File: config.mk
export PLATFORM = sky130hd
export DESIGN_NAME = biquad_cascade_df1_q15_core
export DESIGN_NICKNAME = d
export VERILOG_FILES = /design/src/rtl/core/biq_pkg.sv /design/src/rtl/core/biquad_cascade_df1_q15_core.sv
export SDC_FILE = /design/constraint.sdc
export NUM_CORES = 2
export LEC_CHECK = 0
export ABC_AREA = 0
export BUFFER_PORTS_ARGS = -buffer_cell sky130_fd_sc_hd__buf_2
export CAP_MARGIN = 5
export CORE_ASPECT_RATIO = 1.5
export CORE_MARGIN = 4
export CORE_UTILIZATION = 45
export CTS_CLUSTER_DIAMETER = 60
export CTS_CLUSTER_SIZE = 10
export DETAILED_ROUTE_END_ITERATION = 12
export SETUP_SLACK_MARGIN = 0.2
export SLEW_MARGIN = 20
export SYNTH_ARGS = -nofsm -noshare
export SYNTH_HDL_FRONTEND = slang
export SYNTH_SLANG_ARGS = --single-unit
File: constraint.sdc
create_clock -name clk -period 10.9 [get_ports clk]
set_input_delay 1.09 -clock clk [delete_from_list [all_inputs] [get_ports clk]]
set_output_delay 1.09 -clock clk [all_outputs]
set_load 0.02 [all_outputs]
File: src/rtl/core/biq_pkg.sv
// shared types, constants and helpers of the biquad cascade core
`timescale 1ns / 1ps

package biq_pkg;

  localparam int MAX_STAGES = 8;
  localparam int STAGE_W    = (MAX_STAGES > 1) ? $clog2(MAX_STAGES) : 1;

  localparam int NUM_COEF   = 5;
  localparam int NUM_HIST   = 4;
  localparam int COEF_DEPTH = NUM_COEF * MAX_STAGES;
  localparam int HIST_DEPTH = NUM_HIST * MAX_STAGES;
  localparam int COEF_AW    = (COEF_DEPTH > 1) ? $clog2(COEF_DEPTH) : 1;
  localparam int HIST_AW    = (HIST_DEPTH > 1) ? $clog2(HIST_DEPTH) : 1;

  localparam int SAMPLE_W  = 16;
  localparam int ACC_W     = 35;
  localparam int FRAC_BITS = 15;
  localparam logic signed [ACC_W-1:0] SAT_MAX = ACC_W'(32767);
  localparam logic signed [ACC_W-1:0] SAT_MIN = -ACC_W'(32768);

  localparam logic [1:0] CMD_FILTER = 2'd0;
  localparam logic [1:0] CMD_COEF   = 2'd1;
  localparam logic [1:0] CMD_CLEAR  = 2'd2;

  localparam logic [2:0] SLOT_LAST = 3'd4;

  localparam logic CFG_NUM_STAGES = 1'b0;
  localparam logic CFG_POST_SHIFT = 1'b1;

  localparam int         STEP_W         = 3;
  localparam logic [2:0] STEP_ISSUE_END = 3'd4;
  localparam logic [2:0] STEP_X1        = 3'd2;
  localparam logic [2:0] STEP_Y1        = 3'd4;
  localparam logic [2:0] STEP_ACC_FIRST = 3'd2;
  localparam logic [2:0] STEP_ACC_LAST  = 3'd6;
  localparam logic [2:0] STEP_OUT       = 3'd7;

  typedef enum logic {
    ST_IDLE,
    ST_RUN
  } state_t;

  function automatic logic signed [SAMPLE_W-1:0] sat16(input logic signed [ACC_W-1:0] v);
    logic signed [SAMPLE_W-1:0] r;
    if (v > SAT_MAX) begin
      r = SAT_MAX[SAMPLE_W-1:0];
    end else if (v < SAT_MIN) begin
      r = SAT_MIN[SAMPLE_W-1:0];
    end else begin
      r = v[SAMPLE_W-1:0];
    end
    return r;
  endfunction

endpackage

File: src/rtl/core/biquad_cascade_df1_q15_core.sv
// top level of the direct-form-I biquad cascade on q15 words
`timescale 1ns / 1ps

// Cascade of up to eight direct-form-I biquad sections on Q15 words, run on one
// shared 16x16 multiply-accumulate unit. A filter word is taken when the core is
// idle and then runs each active section in turn (five coefficient reads and
// products into a 35-bit accumulator, then shift, saturate and history update);
// the input stalls until the last section is done, which waits while the output
// register still holds a word not yet taken. Coefficient writes and history clears
// are taken when idle and give no output word. The coefficient memory reads as zero
// until an entry is written; a clear command zeroes all section history at once and
// keeps the coefficients. num_stages of 0 acts as 1, values above eight act as eight.
// A finished word waits in the output register while the next word is taken.
module biquad_cascade_df1_q15_core (
  input  logic                clk,
  input  logic                rst,
  input  logic                in_valid,
  output logic                in_stall,
  input  logic [1:0]          cmd,
  input  logic [2:0]          stage_sel,
  input  logic [2:0]          coef_slot,
  input  logic signed [15:0]  coef_value,
  input  logic signed [15:0]  sample_in,
  output logic                out_valid,
  input  logic                out_stall,
  output logic signed [15:0]  sample_out,
  input  logic                cfg_wen,
  input  logic                cfg_index,
  input  logic [3:0]          cfg_data
);

  biq_pkg::state_t state, state_next;

  logic [3:0] num_stages;
  logic [3:0] post_shift;

  logic signed [15:0] coef_mem [biq_pkg::COEF_DEPTH];
  logic [biq_pkg::COEF_DEPTH-1:0] coef_vld;
  logic signed [15:0] hist [biq_pkg::HIST_DEPTH];

  logic [biq_pkg::STEP_W-1:0]  cnt;
  logic [biq_pkg::STAGE_W-1:0] stage;

  logic signed [15:0] x;
  logic signed [15:0] x1s;
  logic signed [15:0] y1s;
  logic signed [15:0] coef_q;
  logic signed [15:0] hist_q;
  logic signed [31:0] prod;
  logic signed [biq_pkg::ACC_W-1:0] acc;

  logic in_accept;
  logic start;
  logic advance;
  logic finish;
  logic last_stage;
  logic [3:0] last_idx;
  logic [3:0] shamt;
  logic signed [15:0] operand;
  logic signed [15:0] y_val;
  logic [biq_pkg::COEF_AW-1:0] coef_wr_addr;
  logic [biq_pkg::COEF_AW-1:0] coef_rd_addr;
  logic [biq_pkg::HIST_AW-1:0] hist_rd_addr;
  logic [biq_pkg::HIST_AW-1:0] hist_base;
  logic coef_wr_ok;

  assign in_stall  = (state != biq_pkg::ST_IDLE);
  assign in_accept = in_valid && !in_stall;
  assign start     = in_accept && (cmd == biq_pkg::CMD_FILTER);

  always_comb begin
    if (num_stages == 4'd0) begin
      last_idx = 4'd0;
    end else if (int'(num_stages) > biq_pkg::MAX_STAGES) begin
      last_idx = 4'(biq_pkg::MAX_STAGES - 1);
    end else begin
      last_idx = num_stages - 4'd1;
    end
  end

  assign last_stage = (int'(stage) == int'(last_idx));
  assign shamt      = 4'(biq_pkg::FRAC_BITS) - post_shift;
  assign y_val      = biq_pkg::sat16(acc >>> shamt);
  assign operand    = (cnt == 3'd1) ? x : hist_q;

  assign coef_wr_ok   = (coef_slot <= biq_pkg::SLOT_LAST) &&
                        (int'(stage_sel) < biq_pkg::MAX_STAGES);
  assign coef_wr_addr = biq_pkg::COEF_AW'(int'(stage_sel) * biq_pkg::NUM_COEF +
                                          int'(coef_slot));
  assign coef_rd_addr = biq_pkg::COEF_AW'(int'(stage) * biq_pkg::NUM_COEF + int'(cnt));
  assign hist_base    = biq_pkg::HIST_AW'(int'(stage) * biq_pkg::NUM_HIST);
  assign hist_rd_addr = biq_pkg::HIST_AW'(int'(stage) * biq_pkg::NUM_HIST +
                                          int'(cnt - 3'd1));

  always_ff @(posedge clk) begin
    if (rst) begin
      state <= biq_pkg::ST_IDLE;
    end else begin
      state <= state_next;
    end
  end

  always_comb begin
    state_next = state;
    advance    = 1'b0;
    finish     = 1'b0;
    case (state)
      biq_pkg::ST_IDLE: begin
        if (start) begin
          state_next = biq_pkg::ST_RUN;
        end
      end
      biq_pkg::ST_RUN: begin
        if (cnt == biq_pkg::STEP_OUT) begin
          if (!last_stage) begin
            advance = 1'b1;
          end else if (!out_valid || !out_stall) begin
            advance    = 1'b1;
            finish     = 1'b1;
            state_next = biq_pkg::ST_IDLE;
          end
        end
      end
      default: begin
        state_next = biq_pkg::ST_IDLE;
      end
    endcase
  end

  // config registers
  always_ff @(posedge clk) begin
    if (rst) begin
      num_stages <= 4'd1;
      post_shift <= 4'd0;
    end else if (cfg_wen) begin
      case (cfg_index)
        biq_pkg::CFG_NUM_STAGES: num_stages <= cfg_data;
        biq_pkg::CFG_POST_SHIFT: post_shift <= cfg_data;
        default: ;
      endcase
    end
  end

  // sequencer counters
  always_ff @(posedge clk) begin
    if (rst) begin
      cnt   <= '0;
      stage <= '0;
    end else if (start) begin
      cnt   <= '0;
      stage <= '0;
    end else if (state == biq_pkg::ST_RUN) begin
      if (cnt == biq_pkg::STEP_OUT) begin
        if (advance) begin
          cnt <= '0;
          if (finish) begin
            stage <= '0;
          end else begin
            stage <= stage + biq_pkg::STAGE_W'(1);
          end
        end
      end else begin
        cnt <= cnt + 3'd1;
      end
    end
  end

  // coefficient memory
  always_ff @(posedge clk) begin
    if (in_accept && (cmd == biq_pkg::CMD_COEF) && coef_wr_ok) begin
      coef_mem[coef_wr_addr] <= coef_value;
    end
    if (cnt <= biq_pkg::STEP_ISSUE_END) begin
      coef_q <= coef_vld[coef_rd_addr] ? coef_mem[coef_rd_addr] : 16'sd0;
    end
  end

  always_ff @(posedge clk) begin
    if (rst) begin
      coef_vld <= '0;
    end else if (in_accept && (cmd == biq_pkg::CMD_COEF) && coef_wr_ok) begin
      coef_vld[coef_wr_addr] <= 1'b1;
    end
  end

  // section history
  always_ff @(posedge clk) begin
    if (rst || (in_accept && (cmd == biq_pkg::CMD_CLEAR))) begin
      for (int i = 0; i < biq_pkg::HIST_DEPTH; i++) begin
        hist[i] <= '0;
      end
    end else if (advance) begin
      hist[hist_base]                        <= x;
      hist[hist_base + biq_pkg::HIST_AW'(1)] <= x1s;
      hist[hist_base + biq_pkg::HIST_AW'(2)] <= y_val;
      hist[hist_base + biq_pkg::HIST_AW'(3)] <= y1s;
    end
  end

  always_ff @(posedge clk) begin
    if ((cnt >= 3'd1) && (cnt <= biq_pkg::STEP_ISSUE_END)) begin
      hist_q <= hist[hist_rd_addr];
    end
  end

  // shared multiply-accumulate
  always_ff @(posedge clk) begin
    if (start) begin
      x <= sample_in;
    end else if (advance) begin
      x <= y_val;
    end
    if (cnt == biq_pkg::STEP_X1) begin
      x1s <= hist_q;
    end
    if (cnt == biq_pkg::STEP_Y1) begin
      y1s <= hist_q;
    end
    prod <= coef_q * operand;
    if (cnt == biq_pkg::STEP_ACC_FIRST) begin
      acc <= biq_pkg::ACC_W'(prod);
    end else if ((cnt > biq_pkg::STEP_ACC_FIRST) && (cnt <= biq_pkg::STEP_ACC_LAST)) begin
      acc <= acc + biq_pkg::ACC_W'(prod);
    end
  end

  // output word register
  always_ff @(posedge clk) begin
    if (rst) begin
      out_valid <= 1'b0;
    end else if (finish) begin
      out_valid <= 1'b1;
    end else if (!out_stall) begin
      out_valid <= 1'b0;
    end
  end

  always_ff @(posedge clk) begin
    if (finish) begin
      sample_out <= y_val;
    end
  end

  a_finish_shows_word: assert property (@(posedge clk) disable iff (rst)
    finish |=> out_valid && (sample_out == $past(y_val)))
    else $error("finished word not presented");

  a_filter_holds_input: assert property (@(posedge clk) disable iff (rst)
    start |=> in_stall)
    else $error("input not stalled after filter word");

  a_counter_only_in_run: assert property (@(posedge clk) disable iff (rst)
    (cnt != 3'd0) |-> (state == biq_pkg::ST_RUN))
    else $error("step counter moving while idle");

  a_no_overwrite: assert property (@(posedge clk) disable iff (rst)
    (out_valid && out_stall) |-> !finish)
    else $error("pending output word overwritten");

endmodule
## Yosys cells after proc, flatten, opt, wreduce, memory -nomap -nowiden

Memories as Yosys holds them, arrays and structs flattened. A register that Yosys moved wholly into a read port is not among the register bits.
Index checks and enable logic that the tools add are counted.
Widths: inputs -> output; s select.

- Register bits: 187
- Bits in latches: 0
- Memory bits (writable): 1,152
- ROM bits: 0
- Input port bits: 50
- Output and inout port bits: 18
- Memories: 2

- Add/sub/neg operators: 12
- Multiply operators: 3
- Div/mod/pow operators: 0
- $lt $le $gt $ge: 11
- Equality and inequality tests: 9
- Shifts and indexed selects: 1
- Multiplexer cells: 49
- Bitwise operators: 3
- Reduce and logical (&&, ||, !) cells: 27

Memory list:

| name | words | bits a word | read ports | clocked after memory_dff | write ports | line | text |
|---|---|---|---|---|---|---|---|
| coef_mem | 40 | 16 | 1 | 1 | 1 | biquad_cascade_df1_q15_core.sv:37 | `logic signed [15:0] coef_mem [biq_pkg::COEF_DEPTH];` |
| hist | 32 | 16 | 1 | 1 | 32 | biquad_cascade_df1_q15_core.sv:39 | `logic signed [15:0] hist [biq_pkg::HIST_DEPTH];` |

Operator list:

| kind | count |
|---|---|
| $mux 16 | 9 |
| $mux 35 | 2 |
| $reduce_or 16->1 | 4 |
| $or 40x40->40 | 1 |
| $add 35x32->35 | 1 |
| $gt 35x16->1 const B | 1 |
| $lt 35x16->1 const B | 1 |
| $sshr 35x4->35 | 1 |
| $mul 16x16->32 | 1 |
| $mux 1 | 26 |
| $mux 5 | 4 |
| $lt 6x7->1 const B | 2 |
| $add 6x3->6 | 2 |
| $mul 3x3->6 const B | 2 |
| $add 5x2->5 const B | 2 |
| $le 3x3->1 const B | 3 |
| $mux 3 | 3 |
| $logic_and 1x1->1 | 8 |
| $mux 4 | 2 |
| $add 3x1->3 const B | 2 |
| $bmux 1 s6 | 1 |
| $demux 1 s6 | 1 |
| $eq 3x3->1 const B | 2 |
| $ge 6x1->1 const B | 1 |
| other kinds (25) | 33 |

## Longest topological paths before layout

- Depth after elaboration: 12
- Gate-level depth with buffers: 27

## Least setup slack after synthesis

No wires, ideal clock.

- Path type: reg-to-reg
- From: register cnt[1] (netlist name)
- To: register prod[30]
- Data arrival time: 7.186 ns
- Required time: 10.828 ns
- Slack: 3.641 ns
- Cell stages (with the launch flop): 26
- Cell sequence: dfxtp_1 inv_1 ha_1 nand2_1 clkbuf_1 mux2_2 clkbuf_1 nand2_1 inv_1 fa_1 fa_1 fa_1 fa_1 fa_1 inv_1 fa_1 inv_1 ha_1 a21o_1 a21o_1 a221oi_1 nand2_1 o22ai_1 o21ai_0 a221oi_1 xnor2_1

- Longest elaborated chain between the ends: 3

RTL lines:

| item | line | text |
|---|---|---|
| start: declaration | biquad_cascade_df1_q15_core.sv:41 | `logic [biq_pkg::STEP_W-1:0] cnt;` |
| start signal: assignment | biquad_cascade_df1_q15_core.sv:163 | `cnt <= cnt + 3'd1;` |
| $eq 3x1->1 | biquad_cascade_df1_q15_core.sv:84 | `assign operand = (cnt == 3'd1) ? x : hist_q;` |
| $mux 16 | biquad_cascade_df1_q15_core.sv:84 |  |
| $mul 16x16->32 | biquad_cascade_df1_q15_core.sv:219 | `prod <= coef_q * operand;` |
| end signal: assignment | biquad_cascade_df1_q15_core.sv:219 |  |
| end: declaration | biquad_cascade_df1_q15_core.sv:49 | `logic signed [31:0] prod;` |

Every way passes these cells.
A chain may end at the register's enable or synchronous reset.

## Worst setup path after layout

- From: register cnt[0] (netlist name)
- To: register prod[30]

The elaborated chain is that of the path after synthesis.

==> results.md <==
* Status: completed
* Asr flop ratio synth at 0%
* Family with the most delay on the worst path: adder cells
* Reg clk slew, reported paths at 0.06 ns
* Largest net degree at the start of global routing at 96
* Pins Over Slew Limit at 0
* # DRC at 0
* Max Used Layer: met4
* Leak Pwr at 28.0 nW
* Fin crit period at 8.37 ns
* Commonest cells post-synth: 1,283 x edfxtp_1, 435 x and2_1, 376 x mux4_2
* Root buf cell: clkbuf_16
* Fin area at 76,600 um2
* CTS buffer count at 158
* Synth area leader: edfxtp_1
* Post-CTS Setup Inserts at 0
* Slowest Stage Delay on Critical Path at 1.00 ns
* Yosys top cell area share at 55.8%
* Worst hold margin at 0.462 ns
* Data arrival time of the worst path at 9.00 ns
* Multi-input logic area at 26,900 um2
* Die Span X at 328 um
* CP Cell Sequence: ha_1, nand2_1, mux2i_2, nor2b_1, fa_1, inv_1, fa_1, fa_1, fa_1, inv_1, fa_1, fa_1, ha_1, nand3_1, nor4_1, o21bai_1, a21oi_1, o22ai_1, o21ai_0, a221oi_1, xnor2_1
* Flops & latches, synth at 1,371
* Worst Setup SP: cnt[0]$_SDFFE_PP0P_
* Worst-Margin Slew at 1.15 ns
* Clk sinks at 1,371
* Placed instance area at 72,100 um2
* XOR/XNOR Fraction of Synth Area at 0.901%
* Period Utilization, post-route at 76.8%
* Cell Pwr Density at 151 nW/um2
* Vias per Instance at 5.68
* Synth Area in Simple Gates at 9.77%
* Register area at 40,300 um2
* RSZ-0062 raised after global routing: no
* Largest family of logic cells by synthesized area: multiplexers
* Mux contribution to synthesized area at 14.5%
* Initial antenna violation count at 1
* DRT iter0 DRCs at 2,906
* Quantity of gates resized following cts at 0
* Post-synth top flop: edfxtp_1
* Compound-gate portion of the synthesized area at 2.95%
* Fill count at 12,800
* Fmax at 0.120 GHz
* Boundary Pins at 68
* CP bufs+invs at 2
* Mapped Nets at 4,975
* Total die area at 160,000 um2
* Critical path launch point type: flop
* Placed Cells at 6,482
* Number of flops mapped to enable cells by yosys at 1,283
* Placer Congestion at 0.813
* Slowest CP cell: mux2i_2
* DIE HEIGHT at 488 um
* DRT met1 WL at 64.5 mm
* Nets at 5,067
* DP HPWL at 112 mm
* Detailed Routing Iterations Pass 1 at 5
* Min-delay src: coef_vld[24]$_SDFFE_PP0P_
* H-tree levels at 4
* Setup TNS at 0 ns
* Metal3 WL at 7.38 mm
* Most frequent cell after synthesis: edfxtp_1
* Final ANT Viol Nets at 0
* Crit-path max FO at 40
* P&R area growth vs syn at 11.0%
* Core Area at 152,000 um2
* Worst min-delay path class: flop to flop
* WL final at 171 mm
* Post-synth cell types at 80
* Worst vdd ir at 0.125 mV
* Yosys warning total at 0
* Rows at 175
* Final hold viol count at 0
* Worst slew margin at 23.1%
* Synthesized instance count at 4,515
* Mapped Avg Cell Area at 15.3 um2
* Wire length per cell at 25.5 um
* Tot GR Track Use at 21.7%
* Layout cell share with drive strength beyond 1 at 18.8%
* Top cells by area, synth: edfxtp_1 56%, mux4_2 12%, fa_1 7.7%
* Seq/Total Area, Yosys at 58.4%
* Port-buffer cells at 67
* Critical Path RT at 11.53 ns
* Mapped cell area at 69,000 um2
* Most common cell on crit path: fa_1
* Clock Path Buffers at 3
* Max-Cap Viols at 0
* Layout Cells excl Fill at 6,703
* Clock Skews at 0.0642 ns
* Number of global-route vias before repair at 40,200
* Total grt overflow at 0
* Routed via count at 38,000
* Hold buffers post-CTS at 0
* Worst-Skew Late Latency at 0.80 ns
* First-pass GRT wire length at 257 mm
* # setup viols final at 0
* Critical path endpoint category: flop
* Routed wl met2 at 92.9 mm
* Initial Util at 45.4%
* Post-synthesis adder-cell area fraction at 10.3%
* FF-to-FF Start: cnt[0]$_SDFFE_PP0P_
* CTS tree: done
* Type of the worst setup path: flop to flop
==> power by group <==
part / internal, mW / switching [mW]
clock: 2.69 / 2.08
sequential: 5.89 / 0.0640
combinational: 0.320 / 0.488
total: 8.91 / 2.64
==> tightest hold or removal path, stage by stage (launching register included) <==
cell and delay, ns:
dfxtp_1 0.32, nor2_1 0.05, nor2_1 0.06
==> cell type report <==
class	count	share of cell area [%]
Sequential cell	1371	52.6
Multi-Input combinational cell	2589	35.1
Clock buffer	199	5.40
Tap cell	2035	3.32
Inverter	327	1.60
Timing Repair Buffer	160	1.41
Clock inverter	20	0.514
Antenna cell	2	0.00653
==> routing by layer <==
metal / GRT usage [%] / vias up
met1: 26.1 / 20100
met3: 2.55 / 319
met2: 40.0 / 970
met4: 7.55 / 0
li1: - / 16600
met5: 0 / -
==> cell usage in the layout, fill, tap and decap left out, types with 92 or more instances in the layout <==
| cell | instances |
|---|---|
| mux4_2 | 376 |
| fa_1 | 265 |
| and2_1 | 435 |
| nor2_1 | 246 |
| mux2i_1 | 92 |
| nand2_1 | 258 |
| nor2b_1 | 105 |
| ha_1 | 140 |
| inv_1 | 326 |
| clkbuf_16 | 159 |
| edfxtp_1 | 1283 |
==> stage by stage <==
step	util [%]	total power, mW	setup WS [ns]
2_1_floorplan	-	6.60	3.64
3_3_place_gp	47.4	6.86	2.69
3_5_place_dp	47.4	6.88	2.56
4_1_cts	50.4	11.6	2.49
5_1_grt	50.4	11.9	2.00
6_report	50.4	11.5	2.53
==> logic make-up (layout without fill, tap and decap cells) <==
family	count (synthesis)	count (layout)
flops	1371	1371
simple gates	1274	1274
buf+inv	555	706
mux	516	516
fa+ha+maj	410	410
compound gates	318	318
xor+xnor	71	71
other cells	0	2
==> state kept, by name, summed over array words and instances, names as in the netlist, 4 cells and up <==
name / flops
post_shift: 4
prod: 32
x1s: 16
coef_vld: 40
coef_q: 16
y1s: 16
num_stages: 4
hist: 512
hist_q: 16
coef_mem: 640
acc: 35
x: 16
sample_out: 16
==> worst paths after layout <==
| path | endpoint | slack [ns] | cells past startpoint |
|---|---|---|---|
| worst max-delay path | prod[30]$_DFF_P_ | 2.53 | 21 |
| worst min register to register | coef_vld[24]$_SDFFE_PP0P_ | 0.46 | 2 |
| worst max register to register | prod[30]$_DFF_P_ | 2.53 | 21 |
| worst min-delay path | coef_vld[24]$_SDFFE_PP0P_ | 0.46 | 2 |
No activity file was read; power rests on OpenSTA's default activity.
